**src/rtl/first_fit_free_list_allocator_macros.svh**
```systemverilog
// Assertion macros used by the allocator's top-level RTL file.
`ifndef FIRST_FIT_FREE_LIST_ALLOCATOR_MACROS_SVH
`define FIRST_FIT_FREE_LIST_ALLOCATOR_MACROS_SVH

// A condition that must hold at every clock edge outside reset.
`define FFFLA_ASSERT_ALWAYS(label, cond, msg) \
	label: assert property (@(posedge clk) disable iff (!arst_n) (cond)) else $error(msg);

// A consequence that must hold in the same cycle as its antecedent.
`define FFFLA_ASSERT_IMPL(label, ante, cons, msg) \
	label: assert property (@(posedge clk) disable iff (!arst_n) (ante) |-> (cons)) \
		else $error(msg);

// A consequence that must hold in the cycle after its antecedent.
`define FFFLA_ASSERT_NEXT(label, ante, cons, msg) \
	label: assert property (@(posedge clk) disable iff (!arst_n) (ante) |=> (cons)) \
		else $error(msg);

`endif

```
**src/rtl/fffla_pkg.sv**
```systemverilog
// Types, constants and codes shared by the free-list allocator modules.
package fffla_pkg;

	// Sizing of the block table and of the heap arithmetic.
	localparam int MAX_BLOCKS   = 64;
	localparam int ALIGN_BYTES  = 16;	// must be a power of two
	localparam int HEADER_BYTES = 16;
	localparam int ADDR_W       = 32;
	localparam int IDX_W        = $clog2(MAX_BLOCKS);
	localparam int LINK_W       = $clog2(MAX_BLOCKS + 1);
	localparam int STATUS_W     = 3;
	localparam int CFG_IDX_W    = 8;

	localparam logic [LINK_W-1:0] NULL_LINK   = LINK_W'(MAX_BLOCKS);
	localparam logic [LINK_W-1:0] TABLE_FULL  = LINK_W'(MAX_BLOCKS);
	localparam logic [ADDR_W-1:0] HEADER_ADD  = ADDR_W'(HEADER_BYTES);
	localparam logic [ADDR_W:0]   ALIGN_ADD   = (ADDR_W + 1)'(ALIGN_BYTES - 1);
	localparam logic [ADDR_W:0]   ALIGN_MASK  = ~ALIGN_ADD;
	localparam logic [ADDR_W+1:0] HEADER_WIDE = (ADDR_W + 2)'(HEADER_BYTES);

	// Request actions.
	localparam logic ACT_ALLOC = 1'b0;
	localparam logic ACT_FREE  = 1'b1;

	// Result status codes.
	localparam logic [STATUS_W-1:0] ST_ALLOCATED = 3'd0;
	localparam logic [STATUS_W-1:0] ST_NO_MEMORY = 3'd1;
	localparam logic [STATUS_W-1:0] ST_FREED     = 3'd2;
	localparam logic [STATUS_W-1:0] ST_DOUBLE    = 3'd3;
	localparam logic [STATUS_W-1:0] ST_UNKNOWN   = 3'd4;

	// Configuration register indexes.
	localparam logic [CFG_IDX_W-1:0] CFG_HEAP_START = 8'd0;
	localparam logic [CFG_IDX_W-1:0] CFG_HEAP_END   = 8'd1;

	// Request transaction payload.
	typedef struct packed {
		logic              action;
		logic [ADDR_W-1:0] request_size;
		logic [ADDR_W-1:0] user_address;
	} req_t;

	// Result transaction payload.
	typedef struct packed {
		logic [ADDR_W-1:0]   granted_address;
		logic [STATUS_W-1:0] status;
	} rsp_t;

	// Commands from the controller to the datapath.
	typedef struct packed {
		logic accept;
		logic walk_next;
		logic walk_take;
		logic bump_take;
		logic alloc_fail;
		logic scan_next;
		logic free_take;
		logic free_dup;
		logic free_unknown;
		logic emit;
	} cmd_t;

	// Status from the datapath to the controller.
	typedef struct packed {
		logic              overflow;
		logic              cur_live;
		logic              fit;
		logic              wall_fail;
		logic              scan_live;
		logic              hit;
		logic              hit_in_use;
		logic              slot_free;
		logic [LINK_W-1:0] head;
		logic [LINK_W-1:0] used;
	} stat_t;

endpackage

```
**src/rtl/fffla_ctrl.sv**
```systemverilog
// Controller state machine that sequences allocate and free transactions.
module fffla_ctrl (
	input  logic            clk,
	input  logic            arst_n,
	input  logic            req_valid,
	input  logic            req_action,
	input  fffla_pkg::stat_t st,
	output logic            req_stall,
	output fffla_pkg::cmd_t  cmd
);

	localparam logic [2:0] S_IDLE = 3'd0;
	localparam logic [2:0] S_WALK = 3'd1;
	localparam logic [2:0] S_BUMP = 3'd2;
	localparam logic [2:0] S_SCAN = 3'd3;
	localparam logic [2:0] S_DONE = 3'd4;

	logic [2:0] state_q;
	logic [2:0] state_nxt;

	// Only an idle controller takes a new request.
	assign req_stall = (state_q != S_IDLE);

	// Next state and command decode.
	always_comb begin
		state_nxt = state_q;
		cmd       = '0;
		case (state_q)
			S_IDLE: begin
				if (req_valid) begin
					cmd.accept = 1'b1;
					state_nxt  = (req_action == fffla_pkg::ACT_ALLOC) ? S_WALK : S_SCAN;
				end
			end
			S_WALK: begin
				if (st.overflow) begin
					cmd.alloc_fail = 1'b1;
					state_nxt      = S_DONE;
				end else if (st.cur_live && st.fit) begin
					cmd.walk_take = 1'b1;
					state_nxt     = S_DONE;
				end else if (st.cur_live) begin
					cmd.walk_next = 1'b1;
				end else begin
					state_nxt = S_BUMP;
				end
			end
			S_BUMP: begin
				if (st.wall_fail) begin
					cmd.alloc_fail = 1'b1;
				end else begin
					cmd.bump_take = 1'b1;
				end
				state_nxt = S_DONE;
			end
			S_SCAN: begin
				if (!st.scan_live) begin
					cmd.free_unknown = 1'b1;
					state_nxt        = S_DONE;
				end else if (st.hit) begin
					if (st.hit_in_use) begin
						cmd.free_take = 1'b1;
					end else begin
						cmd.free_dup = 1'b1;
					end
					state_nxt = S_DONE;
				end else begin
					cmd.scan_next = 1'b1;
				end
			end
			S_DONE: begin
				if (st.slot_free) begin
					cmd.emit  = 1'b1;
					state_nxt = S_IDLE;
				end
			end
			default: begin
				state_nxt = S_IDLE;
			end
		endcase
	end

	// State register.
	always_ff @(posedge clk or negedge arst_n) begin
		if (!arst_n) begin
			state_q <= S_IDLE;
		end else begin
			state_q <= state_nxt;
		end
	end

endmodule

```
**config.mk**
```make
export PLATFORM = sky130hd
export DESIGN_NAME = fffla_ctrl
export DESIGN_NICKNAME = d
export VERILOG_FILES = /design/src/rtl/first_fit_free_list_allocator_macros.svh /design/src/rtl/fffla_pkg.sv /design/src/rtl/fffla_ctrl.sv
export SDC_FILE = /design/constraint.sdc
export NUM_CORES = 1
export LEC_CHECK = 0
export BUFFER_PORTS_ARGS = -buffer_cell sky130_fd_sc_hd__buf_2
export CORE_AREA = 2 2 39 41
export CTS_CLUSTER_DIAMETER = 50
export DETAILED_ROUTE_END_ITERATION = 7
export DIE_AREA = 0 0 41 43
export GPL_ROUTABILITY_DRIVEN = 0
export PLACE_DENSITY = 0.64
export SLEW_MARGIN = 20
export SYNTH_ARGS = -nofsm -noshare
export SYNTH_HDL_FRONTEND = slang
export SYNTH_SLANG_ARGS = --single-unit
```
**constraint.sdc**
```tcl
create_clock -name clk -period 2.8 [get_ports clk]
set_input_delay 0.7 -clock clk [delete_from_list [all_inputs] [get_ports clk]]
set_output_delay 0.7 -clock clk [all_outputs]
set_load 0.02 [all_outputs]
```
==> flow_summary.json, run 1 <==
{
  "status": "finished, final reports clean",
  "grt_max_degree": 12,
  "drtPass1Iterations": 4,
  "r2r-end": "state_q[1]",
  "postCtsHoldBufs": 0,
  "wl_per_cell_um": 10.3,
  "htree_levels": 1,
  "yosysUniqueCellTypes": 21,
  "netlist_area_um2": 297,
  "rrSetupSlack_ns": 1.30,
  "cts_setup_buffers": 0,
  "cts-resized-gates": 0,
  "use_met2": 0.181,
  "skew_ns": 0.00546,
  "rsz0062_at_grt": "no",
  "drive_above_1_share": 0.459,
  "rows": 14,
  "clk_pin_slew_worst_paths_ns": 0.04,
  "synth-warning-count": 0,
  "cp-end-kind": "output port",
  "ys.flop_type": "dfrtp_1",
  "crit_fanout": 4,
  "port_buffers": 22,
  "async_reset_ff_frac": 1.00,
  "fmax_ghz": 0.428,
  "min_period_over_period": 0.835,
  "io_pins": 37,
  "cts_buffers": 3,
  "cts_buffer_depth": 2,
  "synthCells": 38,
  "grt_pass1_vias": 356,
  "drc": 0,
  "track_usage": 0.117,
  "min_period_ns": 2.34,
  "clock_sinks": 3,
  "antenna_found_initial": 0,
  "p_leak_nw": 0.245,
  "core_um2": 1380,
  "startpoint": "st[21]",
  "hpwlAfterDp_um": 656,
  "synth_area_leaders": "dfrtp_1 25%, nor2_1 7.6%, nor4b_1 5.9%",
  "grt_pass1_wl_um": 1370,
  "vdd_ir_drop_max_mv": 0.270,
  "yosysSeqAreaShare": 0.253,
  "finalNetCount": 88,
  "avgViaCountPerCell": 4.61,
  "root_buffer": "clkbuf_4",
  "n_fill_cell": 161,
  "drv_cap": 0,
  "antenna_left": 0,
  "fin_util": 0.312,
  "avgSynthCellArea_um2": 7.80,
  "synth_nets": 64,
  "cts_tree": "built",
  "r2r_start": "state_q[1]",
  "p_per_area_nw_per_um2": 770,
  "synth-edff-count": 0,
  "path_class": "in2out",
  "synth_common_cells": "6 x nor2_1, 4 x nand2_1, 3 x dfrtp_1",
  "die_x_um": 41,
  "insertedDiodeCount": 0,
  "die_h_um": 43,
  "tns_ns": 0,
  "totalWireLength_um": 792,
  "netlist.area_leader.share": 0.253,
  "area_growth_pct": 45.6,
  "rr_worst_depth": 3,
  "synth.ff_latch_count": 3,
  "largest_register_ffs": 3,
  "drt_iter0_drc": 10,
  "hold_viol_final": 0,
  "worst_slew_pin_slew_ns": 0.340,
  "start_kind": "primary input",
  "worstSkewPairLatency_ns": 0.24,
  "slew_headroom": 0.770,
  "cp_data_required_time_ns": 2.10,
  "grt.met1_usage": 0.129,
  "yosysTopAreaCell": "dfrtp_1",
  "yosysMostFrequentCell": "nor2_1",
  "setup_viol": 0,
  "worstPathArrival_ns": 1.64,
  "reg_top3": "state_q (3)",
  "hold_class": "in2async",
  "dieArea_um2": 1760,
  "gr-total-overflow": 0,
  "top_register": "state_q",
  "grt-busiest-layer": "met2",
  "met3_usage": 0.0314,
  "num_vias": 355,
  "drv_slew": 0,
  "start_util": 0.214
}
routing by layer:
| metal | vias to the layer above | part of all wire |
|---|---|---|
| li1 | 183 | - |
| met1 | 153 | 0.42 |
| met2 | 17 | 0.48 |
| met3 | 2 | 0.088 |
| met4 | 0 | 0.013 |
| met5 | - | 0 |
critical path, stage by stage:
cell    delay (ns)
buf_2         0.12
or4b_4        0.49
nor2_1        0.14
buf_2         0.18
power by group:
part | internal [W] | leakage [nW] | switching, W
sequential | 0.0000594 | 0.0389 | 0.0000368
combinational | 0.0000708 | 0.191 | 0.0000868
clock | 0.0000536 | 0.0150 | 0.0000249
total | 0.000184 | 0.245 | 0.000148
logic make-up after synthesis:
kind of cell,share of synthesized area
buffers and inverters,0.0970
DFF,0.253
and+or+nand+nor,0.498
AOI/OAI and AO/OA,0.152
placed cells by master, fill, tap and decap left out:
| master | Yosys | final |
|---|---|---|
| o41ai_2 | 1 | 1 |
| and2_1 | 1 | 1 |
| nand2b_1 | 2 | 2 |
| nor2_1 | 6 | 6 |
| a21oi_1 | 1 | 1 |
| or4b_4 | 1 | 1 |
| buf_2 | 2 | 22 |
| nor4b_1 | 2 | 2 |
| inv_1 | 1 | 1 |
| inv_2 | 1 | 1 |
| clkbuf_1 | 0 | 1 |
| and4b_1 | 1 | 1 |
| a2bb2oi_1 | 1 | 1 |
| nand3b_1 | 2 | 2 |
| clkbuf_4 | 0 | 3 |
| nand2_1 | 4 | 4 |
| a211o_1 | 1 | 1 |
| nor3_1 | 2 | 2 |
| and3_1 | 2 | 2 |
| dfrtp_1 | 3 | 3 |
| o22ai_1 | 1 | 1 |
| or3_1 | 2 | 2 |
area by class of cell:
class	instances	area, um2	area share
multi-input combinational	30	193	0.446
tap	16	20.0	0.0464
sequential	3	75.1	0.174
timing repair buffer	22	110	0.255
clock buffer	4	26.3	0.0609
inverter	2	7.51	0.0174
how the worst max path moves through the flow:
| stage | to | slack (ns) | depth (start not counted) |
|---|---|---|---|
| final | cmd[8] | 0.46 | 4 |
| after global routing | cmd[8] | 0.41 | 4 |
| after CTS | cmd[8] | 0.45 | 4 |
| after detailed placement | cmd[8] | 0.46 | 4 |
| after global placement | cmd[8] | 0.44 | 4 |
| after floorplan | cmd[8] | 0.58 | 2 |
through the flow:
stage / hold WS (ns) / instance area [um2] / setup WS, ns / total power [W] / cells
after floorplan: 0.404 / 297 / 0.583 / 0.000220 / 38
after global placement: 0.496 / 405 / 0.440 / 0.000253 / 73
after detailed placement: 0.501 / 405 / 0.457 / 0.000256 / 73
after CTS: 0.252 / 432 / 0.450 / 0.000335 / 77
after global routing: 0.254 / 432 / 0.413 / 0.000364 / 77
final: 0.247 / 432 / 0.462 / 0.000332 / 77
(Power assumes the default switching activity.)
==> run 2, diff against run 1 <==
PLACE_DENSITY = 0.66   (was 0.64)
clock period = 1.95 ns   (was 2.8 ns; I/O delays follow)
==> run 2 against run 1 <==
Sequential share of layout area decreased by 2.4 points. First-iteration DRC count increased by 20%. Wire length increased by 15%. Clock skew decreased by 0.0033 ns. Largest cell class unchanged.
==> flow_summary.json, run 2 (synthesized netlist as in run 1, its figures left out) <==
{
  "drc": 0,
  "finalNetCount": 94,
  "track_usage": 0.110,
  "antenna_found_initial": 0,
  "clk_pin_slew_worst_paths_ns": 0.04,
  "port_buffers": 22,
  "worstSkewPairLatency_ns": 0.23,
  "final_cell_mix": "20 x buf_2, 6 x buf_4, 4 x nand2_1, 4 x nor2_1, 3 x clkbuf_4",
  "p_per_area_nw_per_um2": 1130,
  "dieArea_um2": 1760,
  "die_h_um": 43,
  "path_class": "reg2out",
  "drt_iter0_drc": 12,
  "fmax_ghz": 0.520,
  "hpwlAfterDp_um": 668,
  "setup_viol": 0,
  "crit_buf_inv": 1,
  "die_x_um": 41,
  "hold_viol_final": 0,
  "drv_slew": 0,
  "rows": 14,
  "cp_top_family": "simple AND/OR/NAND/NOR gates",
  "worst_slew_pin_slew_ns": 0.340,
  "max_stage_delay_ns": 0.51,
  "insertedDiodeCount": 0,
  "status": "finished, final reports clean",
  "largest_register_ffs": 3,
  "p_leak_nw": 0.276,
  "cp_cell_sequence": "or4b_4 -> nor2_4 -> buf_4",
  "hold_class": "in2async",
  "start_kind": "flip-flop",
  "critPathSlowestCell": "or4b_4",
  "totalWireLength_um": 911,
  "grt_max_degree": 11,
  "top_register": "state_q",
  "worstPathArrival_ns": 1.44,
  "drive_above_1_share": 0.567,
  "skew_ns": 0.00213,
  "min_period_over_period": 0.986,
  "grt_pass1_wl_um": 1280,
  "io_pins": 37,
  "clock_sinks": 3,
  "n_fill_cell": 156,
  "rsz0062_at_grt": "yes",
  "cp_data_required_time_ns": 1.46,
  "reg_top3": "state_q (3)",
  "min_period_ns": 1.92,
  "postCtsHoldBufs": 0,
  "slew_headroom": 0.770,
  "grt_pass1_vias": 343,
  "htree_levels": 1,
  "drv_cap": 0,
  "start_util": 0.214,
  "avgViaCountPerCell": 4.81,
  "drtPass1Iterations": 4,
  "whs_ns": 0.0383,
  "wl_per_cell_um": 11.0,
  "antenna_left": 0,
  "vdd_ir_drop_max_mv": 0.521,
  "gr-total-overflow": 0,
  "cp-end-kind": "output port",
  "cts_buffer_depth": 2,
  "root_buffer": "clkbuf_4",
  "num_vias": 399,
  "cts_tree": "built",
  "area_growth_pct": 72.2,
  "final_common_cell": "buf_2",
  "crit_fanout": 7,
  "core_um2": 1380,
  "cts_buffers": 3,
  "fin_util": 0.369
}
run 2: cell count changes in the layout (fill, tap and decap cells not counted), sizes merged:
cell,delta
buf,+6
run 2: final timing paths:
path                             from         end  slack [ns]  depth (start not counted)
setup reg to reg           state_q[0]  state_q[0]        0.50                          5
max in group asynchronous      arst_n  state_q[0]        1.80                          1
min in group clk               st[14]  state_q[2]        0.45                          2
hold reg to reg            state_q[2]  state_q[1]        0.64                          2
setup / recovery           state_q[0]      cmd[8]        0.03                          3
hold / removal                 arst_n  state_q[2]        0.04                          1
run 2: metal layers:
metal  part of all wire  track usage
met3              0.083       0.0314
met2               0.53        0.166
met4                  0       0.0800
met1               0.39        0.123
met5                  0            0
run 2: report_power, final:
group          switching (W)  internal, W
logic               0.000184     0.000171
registers          0.0000242    0.0000874
clock network      0.0000334    0.0000768
total               0.000241     0.000335
run 2: repair_timing:
item,in CTS,in global routing
setup endpoints to repair,3,4
pin swaps,0,2
resized for setup,5,5
buffers inserted,0,3
run 2: through the flow:
step	setup TNS, ns	setup WS [ns]	cell area (um2)	total power (W)	std cells
after CTS	0	0.00222	465	0.000512	80
after floorplan	0	0.101	297	0.000315	38
after global routing	-0.0229	-0.0134	510	0.000617	83
final	0	0.0269	510	0.000577	83
after detailed placement	0	0.0501	428	0.000390	76
after global placement	0	0.0375	428	0.000387	76
run 2: final cells by class:
type,instances,area [um2],share of cell area
inverters,2,7.51,0.0147
flip-flops and latches,3,76.3,0.150
clock buffers,4,26.3,0.0515
multi-input cells,30,213,0.417
repair buffers,28,168,0.328
well taps,16,20.0,0.0392
==> run 3, diff against run 2 <==
BUFFER_PORTS_ARGS = -buffer_cell sky130_fd_sc_hd__buf_4   (was -buffer_cell sky130_fd_sc_hd__buf_2)
==> run 3 against run 2 <==
Global-route usage down 0.41 points. Sequential power hardly changed. Clock skew down 0.0020 ns. Combinational power is 7.0% higher. Design area up 9.8%. Highest routed layer unchanged.
==> flow_summary.json, run 3 (synthesized netlist as in run 1, its figures left out) <==
{
  "status": "finished, final reports clean",
  "drive_above_1_share": 0.567,
  "clockPowerShare": 0.177,
  "max_stage_delay_ns": 0.56,
  "final_common_cell": "buf_4",
  "num_vias": 374,
  "postCtsHoldBufs": 0,
  "cp_top_family": "simple AND/OR/NAND/NOR gates",
  "rsz0062_at_grt": "yes",
  "min_period_over_period": 0.987,
  "antenna_left": 0,
  "core_um2": 1380,
  "fin_util": 0.405,
  "setup_viol": 0,
  "cp_cell_sequence": "buf_4 -> or4b_4 -> nor2_4 -> buf_4",
  "design_area_um2": 561,
  "start_util": 0.214,
  "reg_top3": "state_q (3)",
  "fmax_ghz": 0.520,
  "worst_slew_pin_slew_ns": 0.332,
  "rows": 14,
  "p_sw_frac": 0.400,
  "min_period_ns": 1.92,
  "largest_register_ffs": 3,
  "p_leak_nw": 0.286,
  "cell_internal_pwr_w": 0.000358,
  "top_register": "state_q",
  "area_growth_pct": 89.0,
  "hold_viol_final": 0,
  "cts_buffer_depth": 2,
  "cp-end-kind": "output port",
  "drt_iter0_drc": 6,
  "combPwrFrac": 0.637,
  "port_buffers": 22,
  "rrSetupSlack_ns": 0.56,
  "final_cell_mix": "26 x buf_4, 4 x nand2_1, 4 x nor2_1, 3 x clkbuf_4",
  "track_usage": 0.106,
  "cts_tree": "built",
  "r2r-end": "state_q[0]",
  "dieArea_um2": 1760,
  "finalNetCount": 94,
  "crit_fanout": 3,
  "drtPass1Iterations": 4,
  "grt_pass1_wl_um": 1300,
  "die_h_um": 43,
  "vdd_ir_drop_max_mv": 0.372,
  "cp_data_required_time_ns": 1.46,
  "critPathSlowestCell": "or4b_4",
  "gr-total-overflow": 0,
  "crit_buf_inv": 2,
  "root_buffer": "clkbuf_4",
  "rr_worst_depth": 5,
  "path_common_cell": "buf_4",
  "io_pins": 37,
  "drc": 0,
  "p_per_area_nw_per_um2": 1070,
  "clock_sinks": 3,
  "drv_slew": 0,
  "hold_class": "in2async",
  "start_kind": "primary input",
  "insertedDiodeCount": 0,
  "skew_ns": 0.000144,
  "avgViaCountPerCell": 4.51,
  "worstSkewPairLatency_ns": 0.23,
  "totalWireLength_um": 881,
  "slew_headroom": 0.776,
  "n_fill_cell": 146,
  "dpl-instance-area_um2": 483,
  "htree_levels": 1,
  "r2r_start": "state_q[2]",
  "power.share.sequential": 0.186,
  "p_sw_w": 0.000239,
  "grt_pass1_vias": 370,
  "drv_cap": 0,
  "path_class": "in2out",
  "worstPathArrival_ns": 1.44,
  "die_x_um": 41,
  "grt_max_degree": 11,
  "wl_per_cell_um": 10.6,
  "clk_pin_slew_worst_paths_ns": 0.03,
  "hpwlAfterDp_um": 655,
  "cts_buffers": 3,
  "antenna_found_initial": 0
}
## run 3: cell counts in the layout (fill, tap and decap cells not counted)
Identical to the previous run, type by type.
## run 3: metal layers
metal  vias up  routed length [um]  track usage
li1        193                   -            -
met1       165                 358        0.133
met2        16                 454        0.163
met3         0                  68       0.0157
met4         0                   0       0.0600
met5         -                   0            0
## run 3: power groups by stage
| stage | combinational (W) | clock [W] | sequential (W) |
|---|---|---|---|
| 6_report | 0.000380 | 0.000106 | 0.000111 |
| 5_1_grt | 0.000409 | 0.000119 | 0.000115 |
| 4_1_cts | 0.000311 | 0.000107 | 0.000113 |
| 3_5_place_dp | 0.000309 | 0 | 0.000111 |
| 3_3_place_gp | 0.000307 | 0 | 0.000111 |
| 2_1_floorplan | 0.000224 | 0 | 0.0000914 |
## run 3: stage by stage
step / setup slack (ns) / instances / power (W) / hold WS, ns / setup TNS [ns]
2_1_floorplan: 0.101 / 38 / 0.000315 / 0.192 / 0
3_3_place_gp: 0.0376 / 76 / 0.000418 / 0.278 / 0
3_5_place_dp: 0.0641 / 76 / 0.000421 / 0.279 / 0
4_1_cts: 0.000619 / 80 / 0.000530 / 0.0402 / 0
5_1_grt: -0.0102 / 83 / 0.000644 / 0.0293 / -0.0239
6_report: 0.0255 / 83 / 0.000597 / 0.0396 / 0
## run 3: worst max-delay path by stage
| stage | startpoint | end | slack, ns | cells past startpoint |
|---|---|---|---|---|
| after floorplan | state_q[1] | cmd[8] | 0.10 | 3 |
| after global placement | st[21] | cmd[8] | 0.04 | 4 |
| after detailed placement | st[21] | cmd[8] | 0.06 | 4 |
| after CTS | state_q[1] | cmd[9] | 0.0006 | 4 |
| after global routing | state_q[2] | cmd[8] | -0.01 | 3 |
| final | st[21] | cmd[8] | 0.03 | 4 |
## run 3: repair_timing
action	4_1_cts	5_1_grt
buffers inserted	0	3
resized for setup	1	7
pin swaps	0	2
endpoints found under the setup margin	2	4
## run 3: area by class of cell
type / count / area [um2] / share of cell area
sequential: 3 / 76.3 / 0.136
timing repair buffer: 28 / 218 / 0.388
tap: 16 / 20.0 / 0.0357
inverter: 2 / 7.51 / 0.0134
clock buffer: 4 / 26.3 / 0.0469
multi-input combinational: 30 / 213 / 0.379
